<file path="src/hdl/fvid_pkg.sv">
// Shared constants and types for the flux interval decoder.
package fvid_pkg;

	localparam logic [7:0]  EXTEND_MIN    = 8'd250;
	localparam logic [7:0]  LONG_MARK     = 8'd255;
	localparam logic [29:0] NS_PER_SECOND = 30'd1000000000;
	localparam logic [31:0] FREQ_RESET    = 32'd72000000;

	localparam int PROD_W    = 62;
	localparam int DIV_STEPS = PROD_W;
	localparam int CNT_W     = $clog2(DIV_STEPS);

	// long value byte phase codes
	localparam logic [2:0] PH_NORMAL = 3'd0;
	localparam logic [2:0] PH_FIRST  = 3'd1;
	localparam logic [2:0] PH_LAST   = 3'd4;

	typedef enum logic [1:0] {
		ST_IDLE,
		ST_MUL,
		ST_DIV,
		ST_DONE
	} fvid_state_t;

endpackage

</file>
<file path="src/hdl/fvid_if.sv">
// Valid/ready channels carrying flux stream bytes and decoded intervals.
interface fvid_byte_if;
	logic       valid;
	logic       ready;
	logic [7:0] raw_byte;
	logic       stream_end;

	modport source (output valid, output raw_byte, output stream_end, input ready);
	modport sink   (input valid, input raw_byte, input stream_end, output ready);
endinterface

interface fvid_interval_if;
	logic        valid;
	logic        ready;
	logic [31:0] interval_ns;
	logic        track_end;

	modport source (output valid, output interval_ns, output track_end, input ready);
	modport sink   (input valid, input interval_ns, input track_end, output ready);
endinterface

</file>
<file path="src/hdl/flux_varlen_interval_decoder.sv">
// A word that closes a nonzero value gives its interval through ST_MUL, ST_DIV and ST_DONE;
// other words are decoded in ST_IDLE, and an end-of-track word appears in the next cycle.
// Flow: one word a cycle while the output register is free, until a nonzero value closes;
// then none is taken until the multiply and the 62-step shared restoring divider are done.
// Reset: arst_n clears the decode state and the output valid flag and loads
// the sample frequency with 72 MHz.
module flux_varlen_interval_decoder
	import fvid_pkg::*;
(
	input  logic                    clk,
	input  logic                    arst_n,
	input  logic                    cfg_we,
	input  logic [31:0]             cfg_wdata,
	fvid_byte_if.sink               flux,
	fvid_interval_if.source         interval
);

	fvid_state_t state_q, state_d;

	logic [31:0]       acc_q, acc_d;
	logic [2:0]        phase_q, phase_d;
	logic [31:0]       freq_q;
	logic [PROD_W-1:0] dq_q;
	logic [31:0]       rem_q;
	logic [CNT_W-1:0]  cnt_q;
	logic              out_valid_q;
	logic [31:0]       out_ns_q;
	logic              out_end_q;

	logic        accept;
	logic        out_free;
	logic        in_ready;
	logic        long_active;
	logic [4:0]  shift_amt;
	logic [31:0] addend;
	logic [31:0] sum;
	logic        fin;
	logic        emit_end;
	logic        start_div;
	logic        load_div;
	logic [32:0] partial;
	logic [32:0] trial;
	logic        ge;
	logic [PROD_W-1:0] product;

	assign out_free    = !out_valid_q || interval.ready;
	assign accept      = flux.valid && in_ready;
	assign flux.ready  = in_ready;

	assign long_active = (phase_q >= PH_FIRST) && (phase_q <= PH_LAST);
	assign shift_amt   = {phase_q[1:0] - 2'd1, 3'b000};
	assign addend      = long_active ? ({24'd0, flux.raw_byte} << shift_amt)
	                                 : {24'd0, flux.raw_byte};
	assign sum         = acc_q + addend;

	// word decode
	always_comb begin
		acc_d    = acc_q;
		phase_d  = phase_q;
		fin      = 1'b0;
		emit_end = 1'b0;
		if (flux.stream_end) begin
			acc_d    = '0;
			phase_d  = PH_NORMAL;
			emit_end = 1'b1;
		end else if (long_active) begin
			if (phase_q == PH_LAST) begin
				fin     = 1'b1;
				acc_d   = '0;
				phase_d = PH_NORMAL;
			end else begin
				acc_d   = sum;
				phase_d = phase_q + 3'd1;
			end
		end else begin
			phase_d = PH_NORMAL;
			if (flux.raw_byte < EXTEND_MIN) begin
				fin   = 1'b1;
				acc_d = '0;
			end else if (flux.raw_byte == LONG_MARK) begin
				phase_d = PH_FIRST;
			end else begin
				acc_d = sum;
			end
		end
		if (fin && sum == 32'd0) begin
			emit_end = 1'b1;
		end
	end

	assign start_div = fin && (sum != 32'd0);

	// sequencer
	always_ff @(posedge clk or negedge arst_n) begin
		if (!arst_n) begin
			state_q <= ST_IDLE;
		end else begin
			state_q <= state_d;
		end
	end

	always_comb begin
		state_d  = state_q;
		in_ready = 1'b0;
		load_div = 1'b0;
		unique case (state_q)
			ST_IDLE: begin
				in_ready = out_free;
				if (accept && start_div) begin
					state_d = ST_MUL;
				end
			end
			ST_MUL: begin
				state_d = ST_DIV;
			end
			ST_DIV: begin
				if (cnt_q == CNT_W'(DIV_STEPS - 1)) begin
					state_d = ST_DONE;
				end
			end
			ST_DONE: begin
				if (out_free) begin
					load_div = 1'b1;
					state_d  = ST_IDLE;
				end
			end
			default: begin
				state_d = ST_IDLE;
			end
		endcase
	end

	// shared divider step: one trial subtract per cycle
	assign partial = {rem_q, dq_q[PROD_W-1]};
	assign trial   = partial - {1'b0, freq_q};
	assign ge      = !trial[32];
	assign product = {30'd0, dq_q[31:0]} * {32'd0, NS_PER_SECOND};

	always_ff @(posedge clk or negedge arst_n) begin
		if (!arst_n) begin
			acc_q   <= '0;
			phase_q <= PH_NORMAL;
			freq_q  <= FREQ_RESET;
			cnt_q   <= '0;
		end else begin
			if (accept) begin
				acc_q   <= acc_d;
				phase_q <= phase_d;
			end
			// drop zero writes
			if (cfg_we && cfg_wdata != 32'd0) begin
				freq_q <= cfg_wdata;
			end
			if (state_q == ST_MUL) begin
				cnt_q <= '0;
			end else if (state_q == ST_DIV) begin
				cnt_q <= cnt_q + CNT_W'(1);
			end
		end
	end

	always_ff @(posedge clk) begin
		if (accept && start_div) begin
			dq_q <= {30'd0, sum};
		end else if (state_q == ST_MUL) begin
			dq_q  <= product;
			rem_q <= '0;
		end else if (state_q == ST_DIV) begin
			rem_q <= ge ? trial[31:0] : partial[31:0];
			dq_q  <= {dq_q[PROD_W-2:0], ge};
		end
	end

	// output register
	always_ff @(posedge clk or negedge arst_n) begin
		if (!arst_n) begin
			out_valid_q <= 1'b0;
		end else if ((accept && emit_end) || load_div) begin
			out_valid_q <= 1'b1;
		end else if (interval.ready) begin
			out_valid_q <= 1'b0;
		end
	end

	always_ff @(posedge clk) begin
		if (accept && emit_end) begin
			out_ns_q  <= '0;
			out_end_q <= 1'b1;
		end else if (load_div) begin
			out_ns_q  <= dq_q[31:0];
			out_end_q <= 1'b0;
		end
	end

	assign interval.valid       = out_valid_q;
	assign interval.interval_ns = out_ns_q;
	assign interval.track_end   = out_end_q;

	a_ready_only_idle: assert property (@(posedge clk) disable iff (!arst_n)
		flux.ready |-> state_q == ST_IDLE)
		else $error("input ready outside idle");

	a_mul_then_div: assert property (@(posedge clk) disable iff (!arst_n)
		state_q == ST_MUL |=> state_q == ST_DIV && cnt_q == '0)
		else $error("divider not started after multiply");

	a_phase_range: assert property (@(posedge clk) disable iff (!arst_n)
		phase_q <= PH_LAST)
		else $error("long value phase out of range");

	a_out_source: assert property (@(posedge clk) disable iff (!arst_n)
		$rose(out_valid_q) |-> $past(flux.valid && flux.ready) || $past(state_q == ST_DONE))
		else $error("result appeared without a source");

	a_div_count: assert property (@(posedge clk) disable iff (!arst_n)
		state_q == ST_DIV |-> cnt_q < CNT_W'(DIV_STEPS))
		else $error("divider step count overrun");

endmodule

</file>
<file path="src/flat_wrapper.sv">
// flat-port wrapper written by rule: the top's interface ports become plain ports
module flux_varlen_interval_decoder_flat import fvid_pkg::*;
  (clk, arst_n, cfg_we, cfg_wdata, flux_valid, flux_raw_byte, flux_stream_end, flux_ready, interval_valid, interval_interval_ns, interval_track_end, interval_ready);
  fvid_byte_if flux_i ();
  fvid_interval_if interval_i ();
  input  logic clk;
  input  logic arst_n;
  input  logic cfg_we;
  input  logic [31:0] cfg_wdata;
  input wire logic [$bits(flux_i.valid)-1:0] flux_valid;
  input wire logic [$bits(flux_i.raw_byte)-1:0] flux_raw_byte;
  input wire logic [$bits(flux_i.stream_end)-1:0] flux_stream_end;
  output wire logic [$bits(flux_i.ready)-1:0] flux_ready;
  output wire logic [$bits(interval_i.valid)-1:0] interval_valid;
  output wire logic [$bits(interval_i.interval_ns)-1:0] interval_interval_ns;
  output wire logic [$bits(interval_i.track_end)-1:0] interval_track_end;
  input wire logic [$bits(interval_i.ready)-1:0] interval_ready;
  assign flux_i.valid = flux_valid;
  assign flux_i.raw_byte = flux_raw_byte;
  assign flux_i.stream_end = flux_stream_end;
  assign flux_ready = flux_i.ready;
  assign interval_valid = interval_i.valid;
  assign interval_interval_ns = interval_i.interval_ns;
  assign interval_track_end = interval_i.track_end;
  assign interval_i.ready = interval_ready;
  flux_varlen_interval_decoder u_core (.clk(clk), .arst_n(arst_n), .cfg_we(cfg_we), .cfg_wdata(cfg_wdata), .flux(flux_i), .interval(interval_i));
endmodule
</file>
<file path="config.mk">
export PLATFORM = sky130hd
export DESIGN_NAME = flux_varlen_interval_decoder_flat
export DESIGN_NICKNAME = d
export VERILOG_FILES = /design/src/hdl/fvid_pkg.sv /design/src/hdl/fvid_if.sv /design/src/hdl/flux_varlen_interval_decoder.sv /design/src/flat_wrapper.sv
export SDC_FILE = /design/constraint.sdc
export NUM_CORES = 1
export LEC_CHECK = 0
export BUFFER_PORTS_ARGS = -buffer_cell sky130_fd_sc_hd__buf_2
export CAP_MARGIN = 40
export CORE_UTILIZATION = 50
export DETAILED_ROUTE_END_ITERATION = 10
export PLACE_DENSITY = 0.66
export SLEW_MARGIN = 20
export SYNTH_ARGS = -nofsm -noshare
export SYNTH_HDL_FRONTEND = slang
export SYNTH_SLANG_ARGS = --single-unit
export TNS_END_PERCENT = 10
</file>
<file path="constraint.sdc">
create_clock -name clk -period 9.03 [get_ports clk]
set_input_delay 0.4515 -clock clk [delete_from_list [all_inputs] [get_ports clk]]
set_output_delay 0.4515 -clock clk [all_outputs]
set_load 0.01 [all_outputs]
</file>
### After elaboration in Yosys (flattened, before gate mapping)

Index checks and enable logic that the tools add are counted.

* order comparisons: 3
* equal/unequal tests: 10
* bitwise gates (word level): 1
* multiply operators: 1
* shifts and indexed selects: 1
* add/subtract/negate cells: 5
* muxes and demuxes: 33
* reduce and logical (&&, ||, !) cells: 21

Operators with widths (number)
* $mux 32: 9
* $mux 62: 2
* $reduce_bool 32->1: 2
* $mul 32x21->53 const B: 1
* $sub 33x32->33: 1
* $add 32x32->32: 1
* $logic_not 32->1: 1
* $shl 8x5->32: 1
* $mux 1: 12
* $mux 3: 4
* $mux 6: 2
* $eq 8x8->1 const B: 1
* $lt 8x8->1 const B: 1
* $pmux 2 s4: 1
* $logic_and 1x1->1: 7
* $add 6x1->6 const B: 1
* $eq 6x6->1 const B: 1
* $mux 2: 3
* $ne 2x1->1 const B: 3
* $eq 2x2->1 const B: 2
* $ne 4x2->1 const B: 1
* $reduce_and 2->1: 2
* $reduce_bool 2->1: 2
* $add 3x1->3 const B: 1
* 11 further kinds: 13

* bits in registers: 203
* output and inout port bits: 35
* word-level logic and storage cells: 86
* input port bits: 46

### Logic depth before layout (Yosys ltp)

Gate-level depths: netlist (run 1).

* depth after elaboration: 10
* depth in mapped cells: 25
* mapped depth without buffers: 24

### Worst setup path after synthesis (run 1)

Ideal clock, no wire load.

* kind: register to register
* start point: register u_core.dq_q[3]
* end point: register u_core.dq_q[60]
* data arrival time: 6.757 ns
* stages on the path, launching flop included: 23
* setup time: 0.115 ns
* required time: 8.915 ns
* buffers on the path: 1
* period minus slack after synthesis: 6.873 ns
* slack: 2.157 ns
* cells stage by stage: edfxtp_1 > inv_1 > fa_1 > fa_1 > fa_1 > fa_1 > fa_1 > inv_1 > fa_1 > inv_1 > fa_1 > inv_1 > ha_1 > clkbuf_1 > nand2_1 > nor2_1 > or4b_2 > nand3_1 > a311oi_1 > nor4_1 > o32ai_1 > o31a_1 > and3_1

* longest elaborated chain between the ends: 2

Ends and longest elaborated chain
* start: declaration: line flux_varlen_interval_decoder.sv:23 `logic [PROD_W-1:0] dq_q;`
* start signal: assignment: line flux_varlen_interval_decoder.sv:164 `dq_q <= {30'd0, sum};`
* start signal: assignment: line flux_varlen_interval_decoder.sv:166 `dq_q <= product;`
* start signal: assignment: line flux_varlen_interval_decoder.sv:170 `dq_q <= {dq_q[PROD_W-2:0], ge};`
* $mul 32x21->53: line flux_varlen_interval_decoder.sv:137 `assign product = {30'd0, dq_q[31:0]} * {32'd0, NS_PER_SECOND};`
* $mux 62: line flux_varlen_interval_decoder.sv:165 `end else if (state_q == ST_MUL) begin`

No other way between the ends.
A chain may end at the register's enable or synchronous reset.

### Worst setup path after layout (run 1)

Ends and elaborated chain as after synthesis.

==> report_table.html, run 1 <==
<table>
<tr><th>Metric</th><th>Value</th></tr>
<tr><th colspan="2">Run status</th></tr>
<tr><td>Status</td><td>finished, violations left</td></tr>
<tr><td>Failing checks</td><td>design-rule violations</td></tr>
<tr><th colspan="2">Final layout</th></tr>
<tr><td>Layout overhead on the synthesized area</td><td>7.26%</td></tr>
<tr><td>Fill cell instance count of the final layout</td><td>4715</td></tr>
<tr><td>Layout cell share with drive strength beyond 1</td><td>8.17%</td></tr>
<tr><td>Fin nets</td><td>3601</td></tr>
<tr><th colspan="2">Critical path</th></tr>
<tr><td>Startpoint of the worst-slack reg-to-reg timing path</td><td>u_core.dq_q[3]</td></tr>
<tr><td>CP startpoint</td><td>u_core.dq_q[3]</td></tr>
<tr><td>Required time of the worst setup path</td><td>9.50 ns</td></tr>
<tr><td>Data arrival, critical path</td><td>8.14 ns</td></tr>
<tr><td>Critical Path Sink Type</td><td>register</td></tr>
<tr><td>Capture point of the critical path</td><td>u_core.dq_q[60]</td></tr>
<tr><td>Worst r2r path cells</td><td>22</td></tr>
<tr><td>FF-to-FF End</td><td>u_core.dq_q[60]</td></tr>
<tr><td>Worst setup SP type</td><td>register</td></tr>
<tr><td>Worst setup slack for register-to-register paths</td><td>1.36 ns</td></tr>
<tr><td>Critical path peak fanout</td><td>8</td></tr>
<tr><td>WS Path Type</td><td>register to register</td></tr>
<tr><th colspan="2">STA</th></tr>
<tr><td>Max Clock Skew</td><td>about 0.019 ns</td></tr>
<tr><td>Number of slew-limit violations in the final report</td><td>0</td></tr>
<tr><td>Final TNS setup</td><td>0 ns</td></tr>
<tr><td>Number of hold violations in the final report</td><td>0</td></tr>
<tr><td>Portion of the clock cycle consumed by the worst path in the final layout</td><td>85.0%</td></tr>
<tr><td>Maximum operating frequency</td><td>between 100 and 150 MHz</td></tr>
<tr><td>Worst slew pin tran</td><td>0.898 ns</td></tr>
<tr><td>Minimum clock period after layout</td><td>7.67 ns</td></tr>
<tr><td>Worst slew margin relative to its limit</td><td>between 30% and 40%</td></tr>
<tr><td>Final Setup Violations</td><td>0</td></tr>
<tr><td>Unrepaired setup endpoints after global routing</td><td>no</td></tr>
<tr><th colspan="2">Clock tree</th></tr>
<tr><td>Buffer depth of the longest clock path</td><td>3</td></tr>
<tr><td>Post-CTS setup repair buffer count</td><td>0</td></tr>
<tr><td>Clock root buffer</td><td>sky130_fd_sc_hd__clkbuf_16</td></tr>
<tr><td>Worst-skew pair later-pin latency</td><td>0.59 ns</td></tr>
<tr><td>CTS tree</td><td>done</td></tr>
<tr><td>Clock tree sinks</td><td>203</td></tr>
<tr><td>Depth of the CTS H-tree</td><td>1</td></tr>
<tr><td>CTS Buf Count</td><td>27</td></tr>
<tr><td>Clk pin slew, worst setup/hold paths</td><td>around 0.060 ns</td></tr>
<tr><th colspan="2">Synthesis</th></tr>
<tr><td>Mapped Avg Cell Area</td><td>~9.4 µm²</td></tr>
<tr><td>Number of warning messages in the yosys log</td><td>0</td></tr>
<tr><td>Cell count after synthesis</td><td>2858</td></tr>
<tr><td>Sequential-to-total area share from yosys stat</td><td>18.9%</td></tr>
<tr><td>Post-synth design cell area</td><td>27000 µm²</td></tr>
<tr><td>Number of flops mapped to enable cells by yosys</td><td>64</td></tr>
<tr><td>Synthesized flop and latch total</td><td>between 200 and 250</td></tr>
<tr><td>Syn_nets</td><td>3556</td></tr>
<tr><td>Distinct cell type count of the synthesized netlist</td><td>between 90 and 100</td></tr>
<tr><td>Predominant post-synthesis flop cell</td><td>sky130_fd_sc_hd__dfrtp_1</td></tr>
<tr><td>Share of async-settable or async-resettable flops after synthesis</td><td>37.4%</td></tr>
<tr><th colspan="2">Detailed routing</th></tr>
<tr><td>Average detailed-routed wire length per instance</td><td>19.7 µm</td></tr>
<tr><td>Vias per cell</td><td>5.66</td></tr>
<tr><td>Routed WL</td><td>71.0 mm</td></tr>
<tr><td>Pre-antenna DRT Iters</td><td>8</td></tr>
<tr><td>Iteration-0 DRC Markers</td><td>1404</td></tr>
<tr><td>Number of vias after detailed routing</td><td>20400</td></tr>
<tr><td>Count of antenna-violating nets left after detailed routing</td><td>0</td></tr>
<tr><td>Count of unresolved DRC violations after routing</td><td>16</td></tr>
<tr><th colspan="2">Die</th></tr>
<tr><td>Count of boundary I/O pins</td><td>just over 80</td></tr>
<tr><td>Row count</td><td>84</td></tr>
<tr><td>Area of the placeable core</td><td>52900 µm²</td></tr>
<tr><td>Starting Density</td><td>51.0%</td></tr>
<tr><td>Die X</td><td>234 µm</td></tr>
<tr><td>Area of the die</td><td>54800 µm²</td></tr>
<tr><td>Die Y-Extent</td><td>234 µm</td></tr>
<tr><th colspan="2">Place</th></tr>
<tr><td># port buffers</td><td>80</td></tr>
<tr><td>Gp weighted congestion</td><td>0.908</td></tr>
<tr><td>Detailed placement HPWL</td><td>58.1 mm</td></tr>
<tr><th colspan="2">Global route</th></tr>
<tr><td>Number of antenna violations at the first check in global routing</td><td>0</td></tr>
<tr><td>Largest net degree at the start of global routing</td><td>59</td></tr>
<tr><td>All-Layer GR Usage</td><td>26.8%</td></tr>
<tr><td>Global-route wire length before repair</td><td>between 100 and 150 mm</td></tr>
<tr><td>Via count of the first global-routing pass</td><td>20800</td></tr>
<tr><td>Grt total ovfl</td><td>0</td></tr>
<tr><th colspan="2">Min path</th></tr>
<tr><td>Tightest Hold Check Type</td><td>input port to register</td></tr>
<tr><th colspan="2">Run</th></tr>
<tr><td>Max-cap viol count</td><td>0</td></tr>
</table>
==> cells in the mapped netlist (14+ instances only) <==
| cell | number | share of area, % |
|---|---|---|
| sky130_fd_sc_hd__a211oi_1 | 35 | 0.97 |
| sky130_fd_sc_hd__a21o_1 | 54 | 1.5 |
| sky130_fd_sc_hd__a21oi_1 | 133 | 2.5 |
| sky130_fd_sc_hd__a31oi_1 | 14 | 0.32 |
| sky130_fd_sc_hd__and2_1 | 46 | 1.1 |
| sky130_fd_sc_hd__and3_1 | 29 | 0.67 |
| sky130_fd_sc_hd__clkbuf_1 | 65 | 0.91 |
| sky130_fd_sc_hd__dfrtp_1 | 69 | 6.4 |
| sky130_fd_sc_hd__dfxtp_1 | 63 | 4.7 |
| sky130_fd_sc_hd__edfxtp_1 | 64 | 7.1 |
| sky130_fd_sc_hd__fa_1 | 314 | 23 |
| sky130_fd_sc_hd__ha_1 | 338 | 16 |
| sky130_fd_sc_hd__inv_1 | 569 | 7.9 |
| sky130_fd_sc_hd__mux2_2 | 35 | 1.5 |
| sky130_fd_sc_hd__mux2i_1 | 108 | 4.0 |
| sky130_fd_sc_hd__nand2_1 | 147 | 2.0 |
| sky130_fd_sc_hd__nand2b_1 | 20 | 0.46 |
| sky130_fd_sc_hd__nand3_1 | 33 | 0.61 |
| sky130_fd_sc_hd__nand4_1 | 20 | 0.46 |
| sky130_fd_sc_hd__nor2_1 | 141 | 2.0 |
| sky130_fd_sc_hd__nor2b_1 | 21 | 0.49 |
| sky130_fd_sc_hd__nor3_1 | 58 | 1.1 |
| sky130_fd_sc_hd__nor4_1 | 14 | 0.32 |
| sky130_fd_sc_hd__o211ai_1 | 20 | 0.56 |
| sky130_fd_sc_hd__o21a_1 | 14 | 0.39 |
| sky130_fd_sc_hd__o21ai_0 | 95 | 1.8 |
| sky130_fd_sc_hd__o21bai_1 | 16 | 0.45 |
| sky130_fd_sc_hd__o31ai_1 | 16 | 0.45 |
| sky130_fd_sc_hd__or2_2 | 14 | 0.32 |
| sky130_fd_sc_hd__xnor2_1 | 60 | 1.9 |
| sky130_fd_sc_hd__xor2_1 | 22 | 0.71 |
==> routing by layer <==
layer | track usage (%) | part of all wire (%) | vias up
met5 | 0 | 0 | -
met1 | 35.4 | 43 | 10200
li1 | - | - | 9695
met2 | 45.4 | 48 | 477
met4 | 7.93 | 2.9 | 0
met3 | 3.67 | 5.1 | 107
==> repair_timing <==
item | 4_1_cts | 5_1_grt
hold buffers | 1 | 0
resized for setup | 0 | 0
endpoints found under the hold margin | 23 | 0
==> cells by family (layout without fill, tap and decap cells) <==
logic type,count (synthesis),in the layout,synth area share (%)
buf+inv,658,724,9.54
flops,203,203,18.9
xor+xnor,82,82,2.66
mux,143,143,5.47
compound gates,524,524,13.3
fa+ha+maj,652,652,39.0
simple gates,596,596,11.1
other cells,0,1,0
==> cell usage in the layout (no fill, tap or decap), types with 69 or more instances in the layout <==
cell	count
sky130_fd_sc_hd__o21ai_0	95
sky130_fd_sc_hd__a21oi_1	133
sky130_fd_sc_hd__buf_2	81
sky130_fd_sc_hd__ha_1	336
sky130_fd_sc_hd__inv_1	569
sky130_fd_sc_hd__fa_1	314
sky130_fd_sc_hd__dfrtp_1	69
sky130_fd_sc_hd__nand2_1	146
sky130_fd_sc_hd__mux2i_1	108
sky130_fd_sc_hd__nor2_1	140
==> cell type report <==
| class | instances | area, µm² | area share, % |
|---|---|---|---|
| multi-input combinational | 1997 | 19300 | 66.9 |
| sequential | 203 | 5090 | 17.6 |
| inverter | 569 | 2140 | 7.39 |
| tap | 688 | 861 | 2.98 |
| clock buffer | 35 | 758 | 2.62 |
| timing repair buffer | 105 | 621 | 2.15 |
| clock inverter | 15 | 104 | 0.359 |
| antenna | 1 | 2.50 | 0.00865 |
==> registers in the layout (all words and copies together) (netlist names), 2 cells and up <==
name	count
u_core.interval.interval_ns	32
u_core.phase_q	3
u_core.cnt_q	6
u_core.rem_q	32
u_core.state_q	2
u_core.acc_q	32
u_core.dq_q	62
u_core.freq_q	32
==> per-stage QoR <==
stage	utilization, %	cell area, µm²	setup WS (ns)	std cells	hold slack [ns]
after floorplan	-	27000	2.16	2858	0.156
after global placement	52.9	28000	1.41	3555	0.405
after detailed placement	53.0	28000	1.36	3558	0.409
after CTS	54.6	28900	1.27	3609	0.0924
after global routing	54.7	28900	0.869	3612	0.0983
final	54.7	28900	1.36	3613	0.120
==> worst max-delay path, cell delays in order (launching register included) <==
cell and delay [ns]:
sky130_fd_sc_hd__edfxtp_1 0.59, sky130_fd_sc_hd__inv_1 0.21, sky130_fd_sc_hd__fa_1 0.54, sky130_fd_sc_hd__fa_1 0.55
sky130_fd_sc_hd__fa_1 0.53, sky130_fd_sc_hd__fa_1 0.55, sky130_fd_sc_hd__fa_1 0.56, sky130_fd_sc_hd__inv_1 0.06
sky130_fd_sc_hd__fa_1 0.53, sky130_fd_sc_hd__inv_1 0.06, sky130_fd_sc_hd__fa_1 0.54, sky130_fd_sc_hd__inv_1 0.04
sky130_fd_sc_hd__ha_1 0.39, sky130_fd_sc_hd__a21oi_1 0.22, sky130_fd_sc_hd__o21ai_0 0.11, sky130_fd_sc_hd__a21oi_1 0.14
sky130_fd_sc_hd__nand3_1 0.22, sky130_fd_sc_hd__a311oi_1 0.66, sky130_fd_sc_hd__nor4_1 0.13, sky130_fd_sc_hd__o32ai_1 0.48
sky130_fd_sc_hd__o211ai_1 0.17, sky130_fd_sc_hd__o31a_1 0.12, sky130_fd_sc_hd__and3_1 0.16
==> how the worst min path moves through the flow <==
stage / startpoint / to / slack [ns] / cells past startpoint
finish: cfg_wdata[25] / u_core.freq_q[25] / 0.12 / 2
global route: cfg_wdata[25] / u_core.freq_q[25] / 0.1 / 2
CTS: cfg_wdata[25] / u_core.freq_q[25] / 0.09 / 2
detailed placement: arst_n / u_core.freq_q[25] / 0.41 / 1
global placement: arst_n / u_core.freq_q[25] / 0.40 / 1
floorplan: arst_n / u_core.acc_q[0] / 0.16 / 0
Power of run 1 is not shown: default switching activity piles up to over one toggle a cycle in this logic, so the estimate is an artifact.
==> run 2: changes to the inputs <==
--- a/config.mk
+++ b/config.mk
@@ -5,6 +5,7 @@
 export SDC_FILE = /design/constraint.sdc
 export NUM_CORES = 1
 export LEC_CHECK = 0
+export ABC_AREA = 1
 export BUFFER_PORTS_ARGS = -buffer_cell sky130_fd_sc_hd__buf_2
 export CAP_MARGIN = 40
 export CORE_UTILIZATION = 50
==> constraint.sdc (replaced) <==
create_clock -name clk -period 7.73 [get_ports clk]
set_input_delay 0.3865 -clock clk [delete_from_list [all_inputs] [get_ports clk]]
set_output_delay 0.3865 -clock clk [all_outputs]
set_load 0.01 [all_outputs]
==> report_table.html, run 2 <==
<table>
<tr><th>Metric</th><th>Value</th></tr>
<tr><th colspan="2">Synthesis</th></tr>
<tr><td>Syn_nets</td><td>about 4300</td></tr>
<tr><td>Leading cell types by total area after synthesis</td><td>sky130_fd_sc_hd__fa_1, sky130_fd_sc_hd__ha_1, sky130_fd_sc_hd__inv_1, sky130_fd_sc_hd__nand2_1, sky130_fd_sc_hd__edfxtp_1</td></tr>
<tr><td>Number of flops mapped to enable cells by yosys</td><td>64</td></tr>
<tr><td>Mapped Avg Cell Area</td><td>7.66 µm²</td></tr>
<tr><td>Synthesized flop and latch total</td><td>just over 200</td></tr>
<tr><td>Number of warning messages in the yosys log</td><td>0</td></tr>
<tr><td>Most area-hungry cell type in the Yosys netlist</td><td>sky130_fd_sc_hd__fa_1</td></tr>
<tr><td>Most common library cells after synthesis</td><td>sky130_fd_sc_hd__inv_1, sky130_fd_sc_hd__nand2_1, sky130_fd_sc_hd__ha_1</td></tr>
<tr><td>Top cell type's share of synthesized area</td><td>a little under a quarter</td></tr>
<tr><td>Cell with the most instances after synthesis</td><td>sky130_fd_sc_hd__inv_1</td></tr>
<tr><td>Sequential-to-total area share from yosys stat</td><td>18.3%</td></tr>
<tr><td>Cell count after synthesis</td><td>3640</td></tr>
<tr><td>Predominant post-synthesis flop cell</td><td>sky130_fd_sc_hd__dfrtp_1</td></tr>
<tr><td>Distinct cell type count of the synthesized netlist</td><td>58</td></tr>
<tr><td>Post-synth design cell area</td><td>27900 µm²</td></tr>
<tr><td>Share of async-settable or async-resettable flops after synthesis</td><td>37.4%</td></tr>
<tr><th colspan="2">Final layout</th></tr>
<tr><td>Leading cell types in the layout, fill and taps excluded</td><td>sky130_fd_sc_hd__inv_1, sky130_fd_sc_hd__nand2_1, sky130_fd_sc_hd__ha_1, sky130_fd_sc_hd__fa_1, sky130_fd_sc_hd__nor2_1</td></tr>
<tr><td>Fill cell instance count of the final layout</td><td>5324</td></tr>
<tr><td>Design area</td><td>30100 µm²</td></tr>
<tr><td>Most common cell after layout, fill and taps aside</td><td>sky130_fd_sc_hd__inv_1</td></tr>
<tr><td>Fin nets</td><td>approximately 4400</td></tr>
<tr><td>Flip-flop count of the largest register after layout</td><td>62</td></tr>
<tr><td>Layout overhead on the synthesized area</td><td>7.97%</td></tr>
<tr><td>Layout cell share with drive strength beyond 1</td><td>5.39%</td></tr>
<tr><td>Largest reg by FF count</td><td>u_core.dq_q</td></tr>
<tr><td>Count of antenna diodes in the layout</td><td>0</td></tr>
<tr><th colspan="2">Clock tree</th></tr>
<tr><td>Clock root buffer</td><td>sky130_fd_sc_hd__clkbuf_16</td></tr>
<tr><td>Worst-skew pair later-pin latency</td><td>0.60 ns</td></tr>
<tr><td>Clock tree sinks</td><td>203</td></tr>
<tr><td>Clk pin slew, worst setup/hold paths</td><td>around 0.06 ns</td></tr>
<tr><td>Post-CTS setup repair buffer count</td><td>0</td></tr>
<tr><td>Buffer depth of the longest clock path</td><td>3</td></tr>
<tr><td>CTS Buf Count</td><td>26</td></tr>
<tr><td>Depth of the CTS H-tree</td><td>1</td></tr>
<tr><td>CTS tree</td><td>done</td></tr>
<tr><th colspan="2">Detailed routing</th></tr>
<tr><td>Count of unresolved DRC violations after routing</td><td>0</td></tr>
<tr><td>Average detailed-routed wire length per instance</td><td>around 18 µm</td></tr>
<tr><td>Number of vias after detailed routing</td><td>about 23000</td></tr>
<tr><td>Routed WL</td><td>78.7 mm</td></tr>
<tr><td>Iteration-0 DRC Markers</td><td>1811</td></tr>
<tr><td>Pre-antenna DRT Iters</td><td>8</td></tr>
<tr><td>Count of antenna-violating nets left after detailed routing</td><td>0</td></tr>
<tr><td>Vias per cell</td><td>5.19</td></tr>
<tr><th colspan="2">Die</th></tr>
<tr><td>Row count</td><td>86</td></tr>
<tr><td>Die Y-Extent</td><td>238 µm</td></tr>
<tr><td>Count of boundary I/O pins</td><td>81</td></tr>
<tr><td>Area of the placeable core</td><td>about 55000 µm²</td></tr>
<tr><td>Die X</td><td>238 µm</td></tr>
<tr><td>Starting Density</td><td>approximately half</td></tr>
<tr><td>Area of the die</td><td>56700 µm²</td></tr>
<tr><th colspan="2">STA</th></tr>
<tr><td>Portion of the clock cycle consumed by the worst path in the final layout</td><td>88.1%</td></tr>
<tr><td>Worst slew margin relative to its limit</td><td>roughly two fifths</td></tr>
<tr><td>Number of hold violations in the final report</td><td>0</td></tr>
<tr><td>Max Clock Skew</td><td>around 0.021 ns</td></tr>
<tr><td>Minimum clock period after layout</td><td>approximately 6.8 ns</td></tr>
<tr><td>Worst slew pin tran</td><td>approximately 0.90 ns</td></tr>
<tr><td>Worst Hold Slack</td><td>0.0480 ns</td></tr>
<tr><td>Final TNS setup</td><td>0 ns</td></tr>
<tr><td>Final Setup Violations</td><td>0</td></tr>
<tr><td>Unrepaired setup endpoints after global routing</td><td>no</td></tr>
<tr><td>Maximum operating frequency</td><td>147 MHz</td></tr>
<tr><td>Number of slew-limit violations in the final report</td><td>0</td></tr>
<tr><th colspan="2">Run status</th></tr>
<tr><td>Status</td><td>finished clean</td></tr>
<tr><th colspan="2">Critical path</th></tr>
<tr><td>WS Path Type</td><td>register to register</td></tr>
<tr><td>Worst r2r path cells</td><td>25</td></tr>
<tr><td>Worst setup SP type</td><td>register</td></tr>
<tr><td>CP startpoint</td><td>u_core.dq_q[6]</td></tr>
<tr><td>Library cell appearing most often on the critical path</td><td>sky130_fd_sc_hd__fa_1</td></tr>
<tr><td>Critical Path Sink Type</td><td>register</td></tr>
<tr><td>Top Family by Delay on Critical Path</td><td>adder cells</td></tr>
<tr><td>Critical path's largest stage delay</td><td>0.54 ns</td></tr>
<tr><td>Data arrival, critical path</td><td>7.30 ns</td></tr>
<tr><td>Critical path peak fanout</td><td>7</td></tr>
<tr><td>Critical path's slowest cell</td><td>sky130_fd_sc_hd__fa_1</td></tr>
<tr><td>Worst path bufs/invs</td><td>6</td></tr>
<tr><td>Worst setup slack for register-to-register paths</td><td>0.92 ns</td></tr>
<tr><td>Required time of the worst setup path</td><td>8.22 ns</td></tr>
<tr><td>Critical path depth in cells</td><td>25</td></tr>
<tr><td>Startpoint of the worst-slack reg-to-reg timing path</td><td>u_core.dq_q[6]</td></tr>
<tr><td>FF-to-FF End</td><td>u_core.dq_q[47]</td></tr>
<tr><th colspan="2">Global route</th></tr>
<tr><td>Global-route wire length before repair</td><td>approximately 130 mm</td></tr>
<tr><td>All-Layer GR Usage</td><td>28.8%</td></tr>
<tr><td>Grt total ovfl</td><td>0</td></tr>
<tr><td>Via count of the first global-routing pass</td><td>23700</td></tr>
<tr><td>Number of antenna violations at the first check in global routing</td><td>0</td></tr>
<tr><td>Largest net degree at the start of global routing</td><td>56</td></tr>
<tr><th colspan="2">Place</th></tr>
<tr><td>Detailed placement HPWL</td><td>roughly 66 mm</td></tr>
<tr><td># port buffers</td><td>80</td></tr>
<tr><td>Gp weighted congestion</td><td>0.995</td></tr>
<tr><td>Dpl cell area</td><td>29200 µm²</td></tr>
<tr><th colspan="2">Min path</th></tr>
<tr><td>Tightest Hold Check Type</td><td>input port to register</td></tr>
<tr><td>Worst hold start</td><td>cfg_wdata[19]</td></tr>
<tr><td>Hold Crit Endpoint</td><td>u_core.freq_q[19]</td></tr>
<tr><td>Hold Path Cell Cnt</td><td>3</td></tr>
<tr><th colspan="2">Run</th></tr>
<tr><td>Max-cap viol count</td><td>0</td></tr>
</table>
run 2: cell count changes in the layout (fill, tap and decap cells not counted), sizes merged, moves of 75 or more:
cell and change:
nor2 +100, a21oi +75, o21ai +121, mux2i -96, inv +369, nand2 +576
run 2: logic make-up after synthesis:
kind of cell	count (synthesis)	synth area share, %
AO/OA/AOI/OAI	552	11.0
XOR/XNOR	51	1.60
adder cells (fa/ha/maj)	652	37.7
buffers and inverters	1001	13.7
flip-flops	203	18.3
multiplexers	13	0.471
AND/OR/NAND/NOR	1168	17.2
run 2: worst max path at each step:
| stage | endpoint | slack (ns) |
|---|---|---|
| after detailed placement | u_core.dq_q[31] | 0.95 |
| final | u_core.dq_q[47] | 0.92 |
| after CTS | u_core.dq_q[31] | 0.94 |
| after global routing | u_core.dq_q[47] | 0.53 |
| after floorplan | u_core.dq_q[57] | 1.60 |
| after global placement | u_core.dq_q[31] | 0.98 |
run 2: worst reg2reg max path, cell delays in order, from the launching register on:
cell	delay [ns]
sky130_fd_sc_hd__edfxtp_1	0.53
sky130_fd_sc_hd__inv_1	0.27
sky130_fd_sc_hd__fa_1	0.49
sky130_fd_sc_hd__fa_1	0.53
sky130_fd_sc_hd__fa_1	0.53
sky130_fd_sc_hd__fa_1	0.52
sky130_fd_sc_hd__fa_1	0.54
sky130_fd_sc_hd__inv_1	0.06
sky130_fd_sc_hd__fa_1	0.54
sky130_fd_sc_hd__inv_1	0.06
sky130_fd_sc_hd__fa_1	0.52
sky130_fd_sc_hd__inv_1	0.04
sky130_fd_sc_hd__ha_1	0.40
sky130_fd_sc_hd__nand2_1	0.13
sky130_fd_sc_hd__o21ai_0	0.26
sky130_fd_sc_hd__inv_1	0.09
sky130_fd_sc_hd__o21ai_0	0.28
sky130_fd_sc_hd__a31oi_1	0.14
sky130_fd_sc_hd__nand3_1	0.14
sky130_fd_sc_hd__a21oi_1	0.07
sky130_fd_sc_hd__o21ai_0	0.19
sky130_fd_sc_hd__o21ai_0	0.15
sky130_fd_sc_hd__nand2_1	0.08
sky130_fd_sc_hd__nand2_1	0.05
sky130_fd_sc_hd__nand2_1	0.05
sky130_fd_sc_hd__inv_1	0.04
run 2: timing repair:
action,4_1_cts,5_1_grt
hold buffers,1,0
endpoints found under the hold margin,27,0
gates resized for setup,0,0
run 2: area by class of cell:
cell class / instances / area, µm² / area share [%]
tap: 748 / 936 / 3.11
inverter: 939 / 3520 / 11.7
sequential: 203 / 5090 / 16.9
timing repair buffer: 103 / 663 / 2.20
clock inverter: 11 / 176 / 0.586
multi-input combinational: 2436 / 19000 / 63.1
clock buffer: 36 / 708 / 2.35
run 2: per-stage QoR:
step           setup slack [ns]  cells  utilization, %
2_1_floorplan              1.60   3640               -
3_3_place_gp              0.982   4420            52.7
3_5_place_dp              0.948   4426            52.9
4_1_cts                   0.944   4474            54.6
5_1_grt                   0.532   4476            54.6
6_report                  0.921   4476            54.6
run 2: routing by layer:
metal | global-route usage (%) | up-vias | routed length, µm
met5 | 0 | - | 0
met4 | 7.85 | 0 | 2280
met3 | 4.28 | 111 | 4870
met2 | 48.2 | 644 | 36700
met1 | 38.8 | 11000 | 34800
li1 | - | 11500 | -
Power of run 2 is left out for the same reason.
